--- config.mk ---
export PLATFORM = sky130hd
export DESIGN_NAME = ttint_ram
export DESIGN_NICKNAME = d
export VERILOG_FILES = /design/src/hdl/ttint_ram.sv
export SDC_FILE = /design/constraint.sdc
export NUM_CORES = 1
export LEC_CHECK = 0
export BUFFER_PORTS_ARGS = -buffer_cell sky130_fd_sc_hd__buf_2
export CAP_MARGIN = 10
export CORE_MARGIN = 8
export CORE_UTILIZATION = 32
export DETAILED_ROUTE_END_ITERATION = 12
export HOLD_SLACK_MARGIN = 0.05
export SYNTH_ARGS = -nofsm -noshare
export SYNTH_HDL_FRONTEND = slang
export SYNTH_SLANG_ARGS = --single-unit
--- constraint.sdc ---
create_clock -name clk -period 3.6 [get_ports clk]
set_input_delay 0.36 -clock clk [delete_from_list [all_inputs] [get_ports clk]]
set_output_delay 0.36 -clock clk [all_outputs]
set_load 0.005 [all_outputs]
--- src/hdl/ttint_ram.sv ---
// Generic simple dual-port RAM with registered read.
module ttint_ram #(
  parameter int WIDTH = 8,
  parameter int DEPTH = 16
) (
  input  logic                     clk,
  input  logic                     wr_en,
  input  logic [$clog2(DEPTH)-1:0] wr_addr,
  input  logic [WIDTH-1:0]         wr_data,
  input  logic [$clog2(DEPTH)-1:0] rd_addr,
  output logic [WIDTH-1:0]         rd_data
);

  logic [WIDTH-1:0] mem [DEPTH];

  always_ff @(posedge clk) begin
    if (wr_en) begin
      mem[wr_addr] <= wr_data;
    end
    rd_data <= mem[rd_addr];
  end

endmodule

# After elaboration in Yosys (flattened, before gate mapping)
# Memory sizes are Yosys's and may differ from the RTL's. A register that Yosys moved wholly into a read port is not among the register bits.
# Cells that the tools add are included.
[totals]
register_bits = 0
inputBits = 18
mem_count = 1
ram_bits = 128
[memory_table]
columns = ["name", "words", "word_bits", "rd", "rd_ports_with_merged_regs", "write_ports", "line_no", "text"]
rows = [
  ["mem", 16, 8, 1, 1, 1, "14", "logic [WIDTH-1:0] mem [DEPTH];"],
]
[op_classes]
muxes = 2
[op_table]
columns = ["operator", "n"]
rows = [
  ["$mux 1", 2],
]

# Logic depth before layout (Yosys ltp)
[depth]
word_depth = 2
depth_mapped = 5

# Worst setup path before layout
# No wires, ideal clock.
[synth_timing]
path_kind = "input port to flip-flop"
startpoint = "in wr_addr[2]"
endpoint = "mem mem[0][0], enable pin"
path_slack_ps = 1747
arrival_ps = 1470
cell_stages = 2
n_path_buf = 0
cell_sequence = "or3b_2 nor3_1"
[synth_lines]
columns = ["element", "line_no", "text"]
rows = [
  ["start, declared", "8", "input logic [$clog2(DEPTH)-1:0] wr_addr,"],
  ["end, declared", "14", ""],
]
# No word-level cell before the write port.

==> results by group <==
Run status
  – Outcome: finished clean

Synthesis
  – Top flip-flop cell by instance count after synthesis: edfxtp_1
  – Post-synthesis cell area: 5150 sq um
  – Number of nets produced by synthesis: between 200 and 250
  – Yosys top cell by area: edfxtp_1
  – Number of distinct library cells after synthesis: 19
  – Synthesized area per cell: 22.5 sq um
  – Biggest area contributors in the synthesized netlist: edfxtp_1, mux4_2, mux4_1
  – Synthesized netlist cell count: 229
  – Number of flops mapped to enable cells by yosys: between 100 and 150
  – Yosys top cell area share: 74.7%
  – Fraction of synthesis flops using an asynchronous set or reset pin: 0%
  – Sequential fraction of the synthesis area: 77.8%
  – YS warnings: 0
  – Register bit total from synthesis: ~140

Worst setup path
  – Arrival time of the worst setup path: roughly 2100 ps
  – Type of destination of the critical path: register
  – Worst-path maximum fanout: 24
  – Critical setup path kind: in -> reg
  – Kind of start point of the critical path: input port
  – Worst EP required: roughly 3900 ps

Finish
  – Antenna cells: 0
  – Fraction of final layout cells with drive strength greater than 1: 27.7%
  – Layout Nets: 287
  – Layout area overhead: 18.4%

Detailed routing
  – Routed len/inst: 20.6 um
  – Vias: 2331
  – Final ANT Viol Nets: 0
  – Ratio of routed vias to standard cells: 4.68
  – DRT Wirelength: about 10 mm
  – DRC viols: 0
  – Number of detailed-route iterations in the first pass: 4
  – Starting DRC count in detailed routing: 199

Timing
  – Number of endpoints with negative hold slack in the final report: 0
  – Worst setup skew after layout: approximately 9.6 ps
  – Setup repair after global routing missed its margin: false
  – Number of pins exceeding their max-slew limit in the final report: 0
  – Rel. slew slack: 40.5%
  – Final setup violation count: 0
  – Setup_tns: 0 ps
  – Min Tclk post-route: 1850 ps
  – F_max: between 500 and 600 MHz
  – Fin crit share: 51.3%
  – Worst-margin pin slew: 889 ps

Clocking
  – CTS tree: built
  – Number of setup buffers added after CTS: 0
  – Root Driver: clkbuf_16
  – Number of buffers added by the clock tree synthesis step: 17
  – Max Root-Sink Buffers: 2
  – Resized Gates After CTS: 0
  – Post-CTS Hold Fix Bufs: 0
  – Clock transition at the register clock pins on the worst setup and hold paths after CTS: approximately 60 ps
  – Clock latency of the later-clocked register in the worst-skew pair: ~420 ps
  – CTS sink count: roughly 140
  – H-tree levels: 4

Place
  – Input/output buffers: 25
  – Last weighted congestion value of the routability-driven placer: 0.681
  – Detailed Place HPWL: 6.53 mm

Global routing
  – Global-route wire length before repair: 15.9 mm
  – GR Overflow Total: 0
  – Pin count of the biggest net entering global routing: 33
  – Antenna violations before repair: 0
  – Via count of the first global-routing pass: 2598
  – All-layer global routing usage: 10.9%

Pwr
  – Power Total: 3.67 mW
  – Cell area power density: 602 nW/um^2
  – Peak VDD IR: 0.316 mV
  – Cell leakage power: 2.02 nW

Die
  – Die Span Y: 143 um
  – Area enclosed by the die boundary: 20400 sq um
  – Starting density of the core: 32.5%
  – I/O pin count: 26
  – DIE WIDTH: about 140 um
  – Core area: 15800 sq um
  – Floorplan row count: 46

Flow run
  – Number of max-cap violations: 0

Worst hold path
  – Worst Hold Class: in -> reg
[flip-flops by register name, indices dropped and copies added (netlist names)]
register  cells
mem         128
rd_data       8
[logic make-up after synthesis]
group | synth area share [%]
buf+inv | 1.68
mux | 15.0
simple gates | 3.18
flops | 77.8
compound gates | 2.33
[critical path, cell delays in order]
cell and delay [ps]:
buf_2 600, buf_4 290, mux4_1 550, a22oi_1 230, nand2_1 80
[routing by layer]
layer	vias to the layer above	track usage, %	part of all wire [%]
met5	-	0	0
met4	0	5.76	1.5
met3	13	3.24	6.6
met2	76	15.7	45
met1	1189	14.5	47
li1	1053	-	-
[layout make-up]
cell class | count | area (sq um)
flip-flops and latches | 136 | 4000
fillers | 1432 | 9730
repair buffers | 31 | 170
well taps | 216 | 270
clock buffers | 23 | 468
clock inverters | 9 | 124
multi-input cells | 83 | 1060
[cells in the final DEF (no fill, tap or decap)]
cell and n:
clkinv_2 5, bufinv_16 3, buf_2 25, and2b_1 1
nor3_1 4, mux4_2 18, mux4_1 14, dfxtp_1 8
nand3b_1 2, nand3_1 1, edfxtp_1 128, nor2_1 13
nand2b_1 2, and2_1 1, clkbuf_8 2, clkbuf_1 4
clkinv_4 1, clkbuf_16 17, nor2b_1 1, buf_4 6
a22oi_1 16, nand2_1 9, or3b_2 1
[stage by stage]
stage | area, sq um | cells | util, % | worst slack [ps] | hold WS [ps]
2_1_floorplan | 5150 | 229 | - | 1750 | 459
3_3_place_gp | 5500 | 466 | 34.8 | 1290 | 656
3_5_place_dp | 5500 | 466 | 34.8 | 1280 | 668
4_1_cts | 6090 | 498 | 38.5 | 1730 | 315
5_1_grt | 6090 | 498 | 38.5 | 1540 | 335
6_report | 6090 | 498 | 38.5 | 1750 | 332
[report_power, final]
group | switching, mW | leakage (nW) | internal [mW]
clock network | 0.609 | 0.295 | 1.12
registers | 0.00963 | 1.22 | 1.77
logic | 0.0932 | 0.501 | 0.0650
total | 0.711 | 2.02 | 2.96
[synth_stat cells (2+ instances only)]
| library cell | instances |
|---|---|
| a22oi_1 | 16 |
| buf_2 | 3 |
| buf_6 | 3 |
| clkdlybuf4s25_2 | 3 |
| dfxtp_1 | 8 |
| edfxtp_1 | 128 |
| mux4_1 | 14 |
| mux4_2 | 18 |
| nand2_1 | 9 |
| nand2b_1 | 2 |
| nand3b_1 | 2 |
| nor2_1 | 13 |
| nor3_1 | 4 |
[path summary, 6_finish.rpt]
kind              start  cells after the start  slack, ps          to
max reg2reg   mem[1][0]                      3       2200  rd_data[0]
max          rd_addr[0]                      5       1750  rd_data[1]
min reg2reg   mem[4][2]                      3        680  rd_data[2]
min          wr_data[4]                      1        330   mem[6][4]
No activity file was read; power rests on OpenSTA's default activity.
